[config.mk]
export PLATFORM = sky130hd
export DESIGN_NAME = transfer_header_parser
export DESIGN_NICKNAME = d
export VERILOG_FILES = /design/src/hw/rtl/thp_pkg.sv /design/src/hw/rtl/thp_front.sv /design/src/hw/rtl/thp_back.sv /design/src/hw/rtl/transfer_header_parser.sv
export SDC_FILE = /design/constraint.sdc
export NUM_CORES = 1
export LEC_CHECK = 0
export CELL_PAD_IN_SITES_DETAIL_PLACEMENT = 0
export CELL_PAD_IN_SITES_GLOBAL_PLACEMENT = 1
export CORE_MARGIN = 10
export CORE_UTILIZATION = 45
export DETAILED_ROUTE_END_ITERATION = 10
export DONT_BUFFER_PORTS = 1
export GPL_TIMING_DRIVEN = 0
export PLACE_DENSITY_LB_ADDON = 0.1
export SYNTH_ARGS = -nofsm -noshare
export SYNTH_HDL_FRONTEND = slang
export SYNTH_HIERARCHICAL = 1
export SYNTH_SLANG_ARGS = --single-unit
[constraint.sdc]
create_clock -name clk_i -period 8.1 [get_ports clk_i]
set_clock_uncertainty 0.05 [all_clocks]
set_input_delay 0.405 -clock clk_i [delete_from_list [all_inputs] [get_ports clk_i]]
set_output_delay 0.405 -clock clk_i [all_outputs]
set_load 0.05 [all_outputs]
[src/hw/rtl/thp_pkg.sv]
package thp_pkg;

  localparam int unsigned NameCapacityDefault = 256;
  localparam logic [63:0] SyncWord = 64'hDEADBEEFCAFEBABE;
  localparam logic [31:0] ExpFileNumReset = 32'd1;
  localparam logic [63:0] MaxFileSizeReset = 64'd10737418240;
  localparam logic [31:0] MaxStreamCountReset = 32'd16;

  localparam int unsigned CfgIdxW = 2;
  localparam logic [CfgIdxW-1:0] CfgExpFileNum = 2'd0;
  localparam logic [CfgIdxW-1:0] CfgMaxFileSize = 2'd1;
  localparam logic [CfgIdxW-1:0] CfgMaxStreamCount = 2'd2;

  typedef enum logic [2:0] {
    StOk      = 3'd0,
    StSync    = 3'd1,
    StFnum    = 3'd2,
    StSize    = 3'd3,
    StStreams = 3'd4,
    StName    = 3'd5
  } status_e;

  typedef struct packed {
    logic [7:0]  name_length;
    logic [31:0] stream_count;
    logic [63:0] size_bytes;
    status_e     status;
    logic        header_done;
    logic [7:0]  name_char;
    logic        name_valid;
  } result_t;

  localparam int unsigned ResultW = $bits(result_t);
  localparam int unsigned OutDataW = 128;

endpackage

[src/hw/rtl/thp_front.sv]
module thp_front #(
  parameter int unsigned NameCapacity = thp_pkg::NameCapacityDefault
) (
  input  logic                  clk_i,
  input  logic                  rst_ni,
  input  logic                  cfg_we_i,
  input  logic [1:0]            cfg_idx_i,
  input  logic [63:0]           cfg_data_i,
  input  logic                  in_valid_i,
  output logic                  in_ready_o,
  input  logic [7:0]            in_byte_i,
  input  logic                  in_restart_i,
  output logic                  res_valid_o,
  input  logic                  res_ready_i,
  output thp_pkg::result_t      res_o
);
  import thp_pkg::*;

  typedef enum logic [2:0] {
    PhSync, PhFnum, PhSize, PhStreams, PhNlen, PhName
  } phase_e;

  phase_e      phase_q, phase_d;
  logic [2:0]  cnt_q, cnt_d;
  logic [63:0] shift_q, shift_d;
  logic [63:0] size_q, size_d;
  logic [31:0] streams_q, streams_d;
  logic [7:0]  nlen_q, nlen_d;
  logic [7:0]  left_q, left_d;
  logic [31:0] exp_q;
  logic [63:0] max_size_q;
  logic [31:0] max_str_q;

  logic        emit;
  logic        e_nv, e_done;
  status_e     e_st;
  logic [63:0] v;
  logic [2:0]  lastcnt;
  logic [7:0]  left_dec;
  phase_e      ph;
  logic        fire;

  assign fire = in_valid_i && in_ready_o;
  assign in_ready_o = !res_valid_o || res_ready_i;

  always_ff @(posedge clk_i or negedge rst_ni) begin
    if (!rst_ni) begin
      exp_q      <= ExpFileNumReset;
      max_size_q <= MaxFileSizeReset;
      max_str_q  <= MaxStreamCountReset;
    end else if (cfg_we_i) begin
      unique case (cfg_idx_i)
        CfgExpFileNum:     exp_q <= cfg_data_i[31:0];
        CfgMaxFileSize:    max_size_q <= cfg_data_i;
        CfgMaxStreamCount: max_str_q <= cfg_data_i[31:0];
        default: ;
      endcase
    end
  end

  always_comb begin
    ph = in_restart_i ? PhSync : phase_q;
    phase_d = phase_q;
    cnt_d = in_restart_i ? 3'd0 : cnt_q;
    shift_d = in_restart_i ? 64'd0 : shift_q;
    size_d = size_q;
    streams_d = streams_q;
    nlen_d = nlen_q;
    left_d = left_q;
    emit = 1'b0;
    e_nv = 1'b0;
    e_done = 1'b0;
    e_st = StOk;
    v = {shift_d[55:0], in_byte_i};
    lastcnt = (ph == PhSync || ph == PhSize) ? 3'd7 : 3'd3;
    left_dec = (left_q != 8'd0) ? left_q - 8'd1 : 8'd0;
    if (ph == PhName) begin
      emit = 1'b1;
      e_nv = 1'b1;
      left_d = left_dec;
      if (left_dec == 8'd0) begin
        e_done = 1'b1;
        phase_d = PhSync;
        cnt_d = 3'd0;
        shift_d = 64'd0;
      end
    end else if (cnt_d != lastcnt) begin
      phase_d = ph;
      cnt_d = cnt_d + 3'd1;
      shift_d = v;
    end else begin
      cnt_d = 3'd0;
      shift_d = 64'd0;
      phase_d = PhSync;
      unique case (ph)
        PhSync: begin
          if (v != SyncWord) begin emit = 1'b1; e_done = 1'b1; e_st = StSync; end
          else phase_d = PhFnum;
        end
        PhFnum: begin
          if (v[31:0] != exp_q) begin emit = 1'b1; e_done = 1'b1; e_st = StFnum; end
          else phase_d = PhSize;
        end
        PhSize: begin
          if (v == 64'd0 || v > max_size_q) begin
            emit = 1'b1; e_done = 1'b1; e_st = StSize;
          end else begin
            size_d = v;
            phase_d = PhStreams;
          end
        end
        PhStreams: begin
          if (v[31:0] == 32'd0 || v[31:0] > max_str_q) begin
            emit = 1'b1; e_done = 1'b1; e_st = StStreams;
          end else begin
            streams_d = v[31:0];
            phase_d = PhNlen;
          end
        end
        default: begin
          if ({32'd0, v[31:0]} >= 64'(NameCapacity)) begin
            emit = 1'b1; e_done = 1'b1; e_st = StName;
          end else begin
            nlen_d = v[7:0];
            left_d = v[7:0];
            if (v[7:0] == 8'd0) begin emit = 1'b1; e_done = 1'b1; end
            else phase_d = PhName;
          end
        end
      endcase
    end
  end

  always_ff @(posedge clk_i or negedge rst_ni) begin
    if (!rst_ni) begin
      phase_q     <= PhSync;
      cnt_q       <= 3'd0;
      shift_q     <= 64'd0;
      size_q      <= 64'd0;
      streams_q   <= 32'd0;
      nlen_q      <= 8'd0;
      left_q      <= 8'd0;
      res_valid_o <= 1'b0;
    end else begin
      res_valid_o <= (fire && emit) || (res_valid_o && !res_ready_i);
      if (fire) begin
        phase_q   <= phase_d;
        cnt_q     <= cnt_d;
        shift_q   <= shift_d;
        size_q    <= size_d;
        streams_q <= streams_d;
        nlen_q    <= nlen_d;
        left_q    <= left_d;
      end
    end
  end

  always_ff @(posedge clk_i) begin
    if (fire && emit) begin
      res_o.name_valid   <= e_nv;
      res_o.name_char    <= e_nv ? in_byte_i : 8'd0;
      res_o.header_done  <= e_done;
      res_o.status       <= e_st;
      res_o.size_bytes   <= (e_done && e_st == StOk) ? size_d : 64'd0;
      res_o.stream_count <= (e_done && e_st == StOk) ? streams_d : 32'd0;
      res_o.name_length  <= (e_done && e_st == StOk) ? nlen_d : 8'd0;
    end
  end

`ifndef ASSERT_OFF
  a_name_cnt: assert property (@(posedge clk_i) disable iff (!rst_ni)
    phase_q == PhName |-> left_q != 8'd0) else $error("name phase with no bytes left");
  a_hold: assert property (@(posedge clk_i) disable iff (!rst_ni)
    res_valid_o && !res_ready_i |=> res_valid_o && $stable(res_o))
    else $error("result lost");
  a_cnt: assert property (@(posedge clk_i) disable iff (!rst_ni)
    (phase_q == PhFnum || phase_q == PhStreams || phase_q == PhNlen) |-> cnt_q < 3'd4)
    else $error("field count overrun");
`endif
endmodule

[src/hw/rtl/thp_back.sv]
module thp_back (
  input  logic             clk_i,
  input  logic             rst_ni,
  input  logic             res_valid_i,
  output logic             res_ready_o,
  input  thp_pkg::result_t res_i,
  output logic             m_axis_tvalid,
  input  logic             m_axis_tready,
  output logic [thp_pkg::OutDataW-1:0] m_axis_tdata
);
  import thp_pkg::*;

  result_t buf_q [2];
  logic    wp_q, rp_q;
  logic [1:0] cnt_q;
  logic push, pop;

  assign res_ready_o = cnt_q != 2'd2;
  assign push = res_valid_i && res_ready_o;
  assign pop = m_axis_tvalid && m_axis_tready;
  assign m_axis_tvalid = cnt_q != 2'd0;
  assign m_axis_tdata = {{(OutDataW - ResultW){1'b0}}, buf_q[rp_q]};

  always_ff @(posedge clk_i or negedge rst_ni) begin
    if (!rst_ni) begin
      wp_q <= 1'b0; rp_q <= 1'b0; cnt_q <= 2'd0;
    end else begin
      if (push) wp_q <= !wp_q;
      if (pop) rp_q <= !rp_q;
      cnt_q <= cnt_q + {1'b0, push} - {1'b0, pop};
    end
  end

  always_ff @(posedge clk_i) begin
    if (push) buf_q[wp_q] <= res_i;
  end

`ifndef ASSERT_OFF
  a_cnt: assert property (@(posedge clk_i) disable iff (!rst_ni)
    cnt_q <= 2'd2) else $error("queue overflow");
  a_ptr: assert property (@(posedge clk_i) disable iff (!rst_ni)
    (cnt_q == 2'd0 || cnt_q == 2'd2) |-> wp_q == rp_q) else $error("pointer skew");
  a_empty: assert property (@(posedge clk_i) disable iff (!rst_ni)
    cnt_q == 2'd0 && !push |=> !m_axis_tvalid) else $error("phantom word");
`endif
endmodule

[src/hw/rtl/transfer_header_parser.sv]
// channel   | dir | word (low bit up)
// s_axis    | in  | tdata: data_byte[7:0]; tuser: restart
// m_axis    | out | tdata: name_valid, name_char, header_done, status, size_bytes,
//           |     |        stream_count, name_length (117 bits, zero-filled to 128)
// cfg       | in  | cfg_we_i, cfg_idx_i, cfg_data_i
// One byte per cycle unless a held result waits on a full output queue.
// A two-entry output queue lets input continue while the output side stalls.
// Reset clears the parse state and loads the register reset values.
module transfer_header_parser #(
  parameter int unsigned NameCapacity = thp_pkg::NameCapacityDefault
) (
  input  logic        clk_i,
  input  logic        rst_ni,
  input  logic        cfg_we_i,
  input  logic [1:0]  cfg_idx_i,
  input  logic [63:0] cfg_data_i,
  input  logic        s_axis_tvalid,
  output logic        s_axis_tready,
  input  logic [7:0]  s_axis_tdata,   // data_byte
  input  logic        s_axis_tuser,   // restart
  output logic        m_axis_tvalid,
  input  logic        m_axis_tready,
  output logic [127:0] m_axis_tdata   // see table
);
  import thp_pkg::*;

  logic    res_valid, res_ready;
  result_t res;

  thp_front #(.NameCapacity(NameCapacity)) u_front (
    .clk_i, .rst_ni, .cfg_we_i, .cfg_idx_i, .cfg_data_i,
    .in_valid_i(s_axis_tvalid), .in_ready_o(s_axis_tready),
    .in_byte_i(s_axis_tdata), .in_restart_i(s_axis_tuser),
    .res_valid_o(res_valid), .res_ready_i(res_ready), .res_o(res)
  );

  thp_back u_back (
    .clk_i, .rst_ni, .res_valid_i(res_valid), .res_ready_o(res_ready), .res_i(res),
    .m_axis_tvalid, .m_axis_tready, .m_axis_tdata
  );
endmodule

==> metrics, run 1 <==
Worst-Margin Slew=~1200 ps; Yosys reg bits=between 600 and 700; post-CTS sizing=0; Longest Clk Path Bufs=3; reg-to-reg slack, setup=around 2900 ps; overall routing resource usage=19.5%; final hold violation count=0; max_cap viols=0; antenna violations before repair=4; unrepaired setup endpoints after global routing=false; Worst Setup End Kind=flop; first-pass GRT wire length=around 110,000 um; Mapped Avg Cell Area=between 10 and 15 sq um; Worst Path Required=~8500 ps; status=finished, final reports clean; CP Buf/Inv Count=6; ANT nets after route=0; sequential share of power=around two fifths; TritonRoute pass-1 iters=5; clock share of power=36.0%; core outline area=between 60,000 and 70,000 sq um; pin count of the biggest net entering global routing=slightly above 300; cell family with most CP delay=buffers and inverters; total setup buffers inserted after CTS=0; die height=approximately 280 um; Syn-to-layout area delta=15.1%; launch point of the worst path=s_axis_tuser; IO Pins=210; Max VDD drop=approximately 140 uV; Register-to-Register Path Depth=11; IO buf count=0; setup TNS=0 ps; warnings from Yosys=6; Hold Path End=u_front/res_o[109]; total CTS buffers=73; Comb power frac=a little under a quarter; EDFF count, synth=~350; fraction of final layout cells sized beyond drive strength 1=21.9%; Initial Util=about 46%; Unique masters post-synth=78; Rows=just over 90; internal power=between 6 and 7 mW; pwr dens=271 nW/um^2; startpoint types=primary input; worst skew pair latency=just over 600 ps; gr ovfl total=0; Post-CTS Hold Buffers=68; R2R Path End=u_front/size_q[61]; sw frac=32.3%; worst flop-to-flop path startpoint=u_front/shift_q[54]; Clock Sinks=between 600 and 700; CTS tree=done; final std cells w/o fill=3,232; Post-DP HPWL=54,200 um; most used cell, CP=clkbuf_1; area of the die=about 76,000 sq um; slowest stage delay, CP=a little under 1000 ps; per-cell routed wire length=about 23 um; most common cell after layout, fill and taps aside=edfxtp_1; fin crit share=74.6%; Fill cells=5,564; total wire length=approximately 75,000 um; Slowest cell on crit path=o2111ai_1; Post-synth top flop=edfxtp_1; Achievable Freq=between 150 and 200 MHz; Post-Syn Area=about 30,000 sq um; Leakage=~14 nW; dpl cells=3,024; vias=around 18,000; overall power=just over 9 mW; Die W=around 280 um; crit path cell chain=buf_4 -> buf_4 -> buf_2 -> clkbuf_1 -> clkbuf_1 -> nor2b_1 -> ha_1 -> nand4_1 -> nand4bb_1 -> nor4_1 -> and3_1 -> a21boi_1 -> nor3_1 -> o2111ai_1 -> clkbuf_1 -> mux2_2; sequential area share after synthesis=between 60 and 70%; drt via density=roughly 5.5; final count of negative-setup-slack endpoints=0; sw power=slightly below 3 mW; Final Util=52.5%; slew margin rel.=between 20% and 30%; Worst Path Arrival=roughly 6500 ps; hold path depth=2; clk slew on worst S/H paths=60 ps; number of global-route vias before repair=~18,000; Levels on crit path=16; Crit Path Max Fanout=10; root buf cell=clkbuf_16; Final min period=6040 ps; initial DRC count=around 1,100; global placer's final weighted congestion=0.865; hold crit path type=in -> reg; crit path kind=in -> reg; DRC viols=0; most frequent cells in the layout=edfxtp_1, mux2_2, dfrtp_1; H-tree depth=3; nets=2,485; Async S/R FF share, synth=46.7%; Syn Inst Count=approximately 2,200; count of pins over their slew limit=0; hold path startpoint=s_axis_tdata[0]
-- cells in the mapped netlist (all sizes together), types with 15 or more instances --
| cell type | n | area (sq um) |
|---|---|---|
| edfxtp | 351 | 10500 |
| mux2i | 97 | 971 |
| nand4 | 31 | 194 |
| nor3 | 15 | 75.1 |
| inv | 107 | 402 |
| o21ai | 49 | 245 |
| nand2b | 15 | 93.8 |
| dfrtp | 303 | 7580 |
| nor2 | 173 | 649 |
| ha | 91 | 1140 |
| xnor2 | 22 | 193 |
| and3 | 16 | 101 |
| buf | 56 | 357 |
| clkbuf | 67 | 251 |
| mux2 | 336 | 3810 |
| nand2 | 59 | 221 |
| nor2b | 57 | 357 |
| nor4 | 24 | 150 |
| a22o | 49 | 429 |
| a21oi | 54 | 270 |
| nand3 | 22 | 110 |
-- area by class of cell --
| cell class | instances | area [sq um] | share of cell area (%) |
|---|---|---|---|
| Timing Repair Buffer | 78 | 903 | 2.66 |
| Inverter | 108 | 405 | 1.19 |
| Clock buffer | 94 | 2030 | 5.98 |
| Sequential cell | 658 | 18200 | 53.7 |
| Multi-Input combinational cell | 1272 | 10300 | 30.4 |
| Antenna cell | 3 | 7.51 | 0.0221 |
| Tap cell | 855 | 1070 | 3.15 |
| Buffer | 123 | 608 | 1.79 |
| Clock inverter | 41 | 389 | 1.15 |
-- worst max-delay path by stage --
| stage | end | slack (ps) |
|---|---|---|
| 6_report | u_front/size_q[61] | 2060 |
| 5_1_grt | u_front/size_q[21] | 1680 |
| 4_1_cts | u_front/size_q[21] | 1910 |
| 3_5_place_dp | u_front/size_q[21] | 1290 |
| 3_3_place_gp | u_front/res_o[61] | -2240 |
| 2_1_floorplan | u_front/res_o[0] | 1280 |
-- flip-flops by register name (all words and copies together) (netlist names), 32 cells and up --
| name | count |
|---|---|
| u_front/exp_q | 32 |
| u_front/streams_q | 32 |
| u_front/max_str_q | 32 |
| u_front/shift_q | 56 |
| u_front/res_o | 117 |
| u_back/buf_q | 234 |
| u_front/size_q | 64 |
| u_front/max_size_q | 64 |
-- power by group through the flow --
stage | Clock, mW | Sequential (mW) | Combinational [mW]
2_1_floorplan | 0 | 3.80 | 1.74
3_3_place_gp | 0 | 3.84 | 2.05
3_5_place_dp | 0 | 3.85 | 2.06
4_1_cts | 3.40 | 3.78 | 2.14
5_1_grt | 3.55 | 3.80 | 2.23
6_report | 3.32 | 3.78 | 2.10
-- metrics by stage --
stage	setup WS, ps	hold WS [ps]	area [sq um]
6_report	2060	41.4	34000
5_1_grt	1680	46.9	34000
4_1_cts	1910	22.5	33900
3_5_place_dp	1290	83.4	30800
3_3_place_gp	-2240	83.6	30600
2_1_floorplan	1280	59.4	29500
-- layer usage --
layer  routed length (um)  track usage [%]  vias to the layer above
li1                     -                -                     8223
met1                34800             26.7                     8949
met2                35400             31.0                      383
met3                 3310             3.53                      107
met4                 1860             5.90                        0
met5                    0                0                        -
-- logic make-up (layout without fill, tap and decap cells) --
kind of cell | count (synthesis) | count (layout) | share of synthesized area, %
DFF | 658 | 658 | 61.8
other | 1 | 14 | 0.0127
xor gates and xnor gates | 28 | 28 | 0.831
AOI/OAI and AO/OA | 246 | 246 | 5.80
buffers and inverters | 231 | 444 | 3.43
muxes | 433 | 433 | 16.2
and+or+nand+nor | 461 | 461 | 8.01
adders and majority gates | 93 | 93 | 3.93
Note: power is estimated with default switching activity, not from simulation.
==> inputs of run 2 (changes only) <==
==> constraint.sdc (replaced) <==
create_clock -name clk_i -period 5.5 [get_ports clk_i]
set_clock_uncertainty 0.05 [all_clocks]
set_input_delay 0.275 -clock clk_i [delete_from_list [all_inputs] [get_ports clk_i]]
set_output_delay 0.275 -clock clk_i [all_outputs]
set_load 0.05 [all_outputs]
==> metrics, run 2 (synthesis gave the netlist of run 1 again) <==
status=finished, violations left; failing checks=negative hold slack; sequential share of power=41.0% (about the same); IO Pins=210 (unchanged); worst skew pair latency=610 ps (about the same); IO buf count=0 (unchanged); Final min period=~5000 ps; Syn-to-layout area delta=15.2% (about the same); Worst-Margin Slew=1120 ps (-69.1 ps); launch point of the worst path=s_axis_tuser; crit path kind=in -> reg; internal power=9.24 mW (+48%); fraction of final layout cells sized beyond drive strength 1=22.3% (+0.37 points); crit path capture=u_front/res_o[77]; Rows=93 (unchanged); R2R Path End=u_front/res_o[77]; ANT nets after route=0 (unchanged); Clock Sinks=658 (unchanged); most common cell after layout, fill and taps aside=edfxtp_1; hold crit path type=in -> async; count of pins over their slew limit=0 (unchanged); Post-DP HPWL=54,400 um (+0.22%); pin count of the biggest net entering global routing=308 (unchanged); root buf cell=clkbuf_16; clock share of power=36.4% (+0.4 points); drt via density=5.46 (-0.12%); worst setup margin=476 ps (-1580 ps); clk slew on worst S/H paths=60 ps (about the same); H-tree depth=3 (unchanged); final hold violation count=307 (+307); startpoint types=primary input; slew margin rel.=25.2% (+4.5 points); post-route design area=34,000 sq um (about the same); Max VDD drop=267 uV (+86%); area of the die=76,200 sq um (unchanged); fin crit share=between 90% and 100%; Comb power frac=22.6% (-0.3 points); Worst Setup End Kind=flop; antenna violations before repair=7 (+3); Achievable Freq=roughly 200 MHz; global placer's final weighted congestion=0.885 (+2.4%); Longest Clk Path Bufs=3 (unchanged); total wire length=75,100 um (-0.32%); area post-placement=30,800 sq um (about the same); DRC viols=0 (unchanged); total CTS buffers=73 (unchanged); gr ovfl total=0 (unchanged); register name with the most flops=u_back/buf_q; vias=17,625 (-0.21%); pwr dens=399 nW/um^2 (+47%); reg-to-reg slack, setup=640 ps (-2240 ps); max_cap viols=0 (unchanged); Fill cells=5,551 (-0.23%); nets=2,484 (-0.040%); unrepaired setup endpoints after global routing=false; sw frac=31.9% (-0.38 points); Die W=276 um (unchanged); per-cell routed wire length=23.3 um (-0.23%); Post-CTS Hold Buffers=69 (+1.5%); WHS=-650 ps (-691 ps); Leakage=14.1 nW (about the same); number of global-route vias before repair=18,026 (-0.96%); Largest regs=u_back/buf_q x234, u_front/res_o x117; Initial Util=45.6% (unchanged); first-pass GRT wire length=114,000 um (-0.79%); pre-CTS setup slack=-1260 ps (-2550 ps); sw power=4.32 mW (+46%); most frequent cells in the layout=edfxtp_1, mux2_2, dfrtp_1; initial DRC count=1,197 (+5.5%); core outline area=64,700 sq um (unchanged); TritonRoute pass-1 iters=5 (unchanged); overall routing resource usage=19.3% (-0.17 points); CTS tree=done; Final Util=52.5% (about the same); Crit Path Max Fanout=19 (+9); max reg flops=234 (unchanged); die height=276 um (unchanged); worst flop-to-flop path startpoint=u_front/shift_q[9]; Worst Path Arrival=5320 ps (-1160 ps); Register-to-Register Path Depth=14 (+3); Worst Path Required=5790 ps (-2750 ps); final count of negative-setup-slack endpoints=0 (unchanged)
## run 2: changes by cell type in the layout (fill, tap and decap cells not counted), moves of 2 or more
cell	delta
buf_1	-5
clkbuf_1	-6
clkinv_8	+2
clkinv_2	-4
buf_2	+4
clkbuf_16	-3
clkbuf_8	+5
clkinvlp_4	+2
bufinv_16	+2
## run 2: critical path, stage by stage
cell and delay [ps]:
buf_4 170, buf_4 190, buf_2 290, clkbuf_1 330, nor2b_1 760, ha_1 390
a21o_1 190, maj3_2 300, a2111oi_0 410, o21ai_1 160, o21a_1 210, or4_1 500
clkbuf_1 150, buf_2 240, clkbuf_1 280, a21oi_1 360, nor2_1 80
## run 2: how the worst min path moves through the flow
stage / end / from / cells after the start
2_1_floorplan: u_back/cnt_q[0] / rst_ni / 0
3_3_place_gp: u_front/max_str_q[3] / rst_ni / 0
3_5_place_dp: u_front/max_str_q[3] / rst_ni / 0
4_1_cts: u_front/max_str_q[8] / rst_ni / 0
5_1_grt: u_front/exp_q[2] / rst_ni / 0
6_report: u_front/exp_q[3] / rst_ni / 0
## run 2: routing by layer
layer	share of wire [%]	wire, um	track usage, %
met1	46	34600	26.4
met2	48	35700	31.2
met3	4.3	3230	3.19
met4	2.1	1570	5.58
met5	0.0093	7	0
## run 2: power groups by stage
stage / Sequential [mW] / Combinational (mW) / Clock, mW
3_3_place_gp: 5.65 / 3.02 / 0
5_1_grt: 5.59 / 3.23 / 5.28
2_1_floorplan: 5.59 / 2.56 / 0
3_5_place_dp: 5.66 / 3.04 / 0
6_report: 5.57 / 3.06 / 4.94
4_1_cts: 5.56 / 3.11 / 5.08
## run 2: metrics by stage
step,TNS [ps],total power [mW],cells
4_1_cts,0,13.8,3226
3_3_place_gp,-531370,8.67,3016
5_1_grt,0,14.1,3228
2_1_floorplan,0,8.15,2161
3_5_place_dp,-241740,8.71,3025
6_report,0,13.6,3229
## run 2: repair_timing
| action | 4_1_cts | 5_1_grt |
|---|---|---|
| gates resized for setup | 7 | 1 |
| setup endpoints to repair | 168 | 256 |
| gates cloned | 0 | 0 |
| pin swaps | 0 | 0 |
| hold endpoints to repair | 442 | 307 |
| setup buffers | 0 | 0 |
## run 2: cell type report
type	count	area [sq um]	share of cell area, %
diodes	4	10.0	0.0294
plain buffers	122	617	1.81
clock buffers	91	2010	5.90
clock inverters	41	453	1.33
inverters	108	405	1.19
multi-input cells	1272	10300	30.4
flip-flops and latches	658	18200	53.6
well taps	855	1070	3.15
repair buffers	78	871	2.56
==> inputs of run 3 (changes only) <==
--- a/config.mk
+++ b/config.mk
@@ -7,7 +7,7 @@
 export LEC_CHECK = 0
 export CELL_PAD_IN_SITES_DETAIL_PLACEMENT = 0
 export CELL_PAD_IN_SITES_GLOBAL_PLACEMENT = 1
-export CORE_MARGIN = 10
+export CORE_MARGIN = 5
 export CORE_UTILIZATION = 45
 export DETAILED_ROUTE_END_ITERATION = 10
 export DONT_BUFFER_PORTS = 1
==> metrics, run 3 (synthesis gave the netlist of run 1 again) <==
slew margin rel.=21.7% (-3.6 points); root buf cell=clkbuf_16; total wire length=74,600 um (-0.59%); Post-CTS Hold Buffers=71 (+2.9%); Largest regs=u_back/buf_q x234, u_front/res_o x117; IO Pins=210 (unchanged); crit path kind=in -> reg; worst skew pair latency=600 ps (about the same); startpoint types=primary input; Worst Path Required=5790 ps (about the same); overall routing resource usage=21.0% (+1.7 points); unrepaired setup endpoints after global routing=false; Post-DP HPWL=53,600 um (-1.5%); Multi-input gate area=10,300 sq um (about the same); internal power=9.18 mW (-0.63%); Leakage=14.0 nW (about the same); WHS=-643 ps (+7.11 ps); nets=2,486 (+0.081%); vias=17,722 (+0.55%); post-route design area=34,000 sq um (about the same); failing checks=negative hold slack; pin count of the biggest net entering global routing=308 (unchanged); area post-placement=30,900 sq um (+0.18%); Clock Sinks=658 (unchanged); number of global-route vias before repair=18,377 (+1.9%); sw power=4.29 mW (-0.74%); Syn-to-layout area delta=15.3% (about the same); die height=266 um (-3.6%); TritonRoute pass-1 iters=5 (unchanged); global placer's final weighted congestion=0.883 (-0.31%); ANT nets after route=0 (unchanged); Comb power frac=22.6% (about the same); final count of negative-setup-slack endpoints=0 (unchanged); Die W=266 um (-3.6%); gr ovfl total=0 (unchanged); Achievable Freq=196 MHz (-1.6%); total setup buffers inserted after CTS=0 (unchanged); sw frac=31.8% (about the same); core outline area=64,700 sq um (unchanged); Crit Path Max Fanout=19 (unchanged); Initial Util=45.6% (unchanged); CTS tree=done; most frequent cells in the layout=edfxtp_1, mux2_2, dfrtp_1; drt via density=5.48 (+0.49%); final hold violation count=307 (unchanged); clk slew on worst S/H paths=60 ps (about the same); final std cells w/o fill=3,231 (+0.062%); IO buf count=0 (unchanged); pwr dens=396 nW/um^2 (-0.73%); Max VDD drop=253 uV (-5.3%); status=finished, violations left; first-pass GRT wire length=115,000 um (+0.47%); Longest Clk Path Bufs=3 (unchanged); dpl cells=3,026 (+0.033%); register name with the most flops=u_back/buf_q; setup TNS=0 ps (unchanged); fraction of final layout cells sized beyond drive strength 1=22.1% (-0.22 points); count of pins over their slew limit=0 (unchanged); Worst Path Arrival=5400 ps (+80 ps); total CTS buffers=72 (-1.4%); Fill cells=5,599 (+0.86%); Rows=93 (unchanged); area of the die=70,800 sq um (-7.1%); sequential share of power=41.3% (+0.3 points); H-tree depth=3 (unchanged); DRC viols=0 (unchanged); Worst Setup End Kind=flop; most common cell after layout, fill and taps aside=edfxtp_1; Sequential cell area=18,200 sq um (unchanged); Worst-Margin Slew=1170 ps (+53.2 ps); per-cell routed wire length=23.1 um (-0.65%); antenna violations before repair=6 (-1); max reg flops=234 (unchanged); clock share of power=36.1% (-0.3 points); hold crit path type=in -> async; initial DRC count=1,134 (-5.3%); Final min period=5110 ps (+83.6 ps); fin crit share=92.9% (+1.5 points); max_cap viols=0 (unchanged)
==> run 3: cell count changes in the layout (fill, tap and decap cells not counted), moves of 2 or more <==
cell / before / now
dlygate4sd3_1: 69 / 71
buf_16: 2 / 4
buf_2: 25 / 22
clkinv_1: 11 / 7
clkbuf_1: 74 / 82
clkinv_2: 15 / 11
==> run 3: path summary, 6_finish.rpt <==
kind / start / end / slack (ps) / cells after the start
min in group clk_i: m_axis_tready / u_back/cnt_q[1] / 40 / 3
max: s_axis_tuser / u_front/res_o[102] / 390 / 18
min reg2reg: u_front/res_o[29] / u_back/buf_q[1][29] / 390 / 0
max reg2reg: u_front/shift_q[22] / u_front/res_o[102] / 570 / 14
max in group asynchronous: rst_ni / u_front/max_size_q[33] / 5590 / 0
min: rst_ni / u_front/max_str_q[2] / -640 / 0
==> run 3: through the flow <==
step / utilization, % / hold WS, ps / worst slack [ps] / power [mW]
floorplan: - / -70.6 / 124 / 8.15
global placement: 47.3 / -49.0 / -2600 / 8.65
detailed placement: 47.7 / -49.2 / -1290 / 8.68
CTS: 52.5 / -689 / 121 / 13.7
global route: 52.6 / -676 / 143 / 14.0
finish: 52.6 / -643 / 393 / 13.5
==> run 3: final cells by class <==
type                       count  share of cell area, %
clock inverter                32                   1.15
buffer                       122                   1.81
clock buffer                  98                   5.91
tap                          855                   3.14
timing repair buffer          81                   2.77
sequential                   658                   53.6
inverter                     108                   1.19
multi-input combinational   1272                   30.4
antenna                        5                 0.0368
==> run 3: routing by layer <==
layer,vias to the layer above,track usage [%],part of all wire (%)
li1,8246,-,-
met1,8963,29.6,45
met2,423,34.5,48
met3,90,3.61,5.3
met4,0,5.08,1.9
met5,-,0,0
==> run 3: power by group through the flow <==
| stage | clock network (mW) | logic (mW) | registers (mW) |
|---|---|---|---|
| finish | 4.87 | 3.04 | 5.57 |
| global route | 5.22 | 3.21 | 5.60 |
| CTS | 5.01 | 3.09 | 5.56 |
| detailed placement | 0 | 3.02 | 5.66 |
| global placement | 0 | 3.00 | 5.65 |
| floorplan | 0 | 2.56 | 5.59 |
==> run 3: what timing repair did <==
action | in CTS | in global routing
endpoints found under the setup margin | 201 | 66
pin swaps | 0 | 0
endpoints found under the hold margin | 441 | 307
resized for setup | 4 | 3
==> run 3: worst max-delay path, cell delays in order <==
cell	delay [ps]
buf_4	170
buf_4	190
buf_2	290
clkbuf_1	340
nor2b_1	970
ha_1	300
nand4_1	110
nor3_1	380
nand3_1	200
nand2b_1	190
a31oi_1	420
or4_1	200
clkbuf_1	170
buf_2	340
clkbuf_1	440
nor2_1	70
a21oi_1	250
nor2_1	80
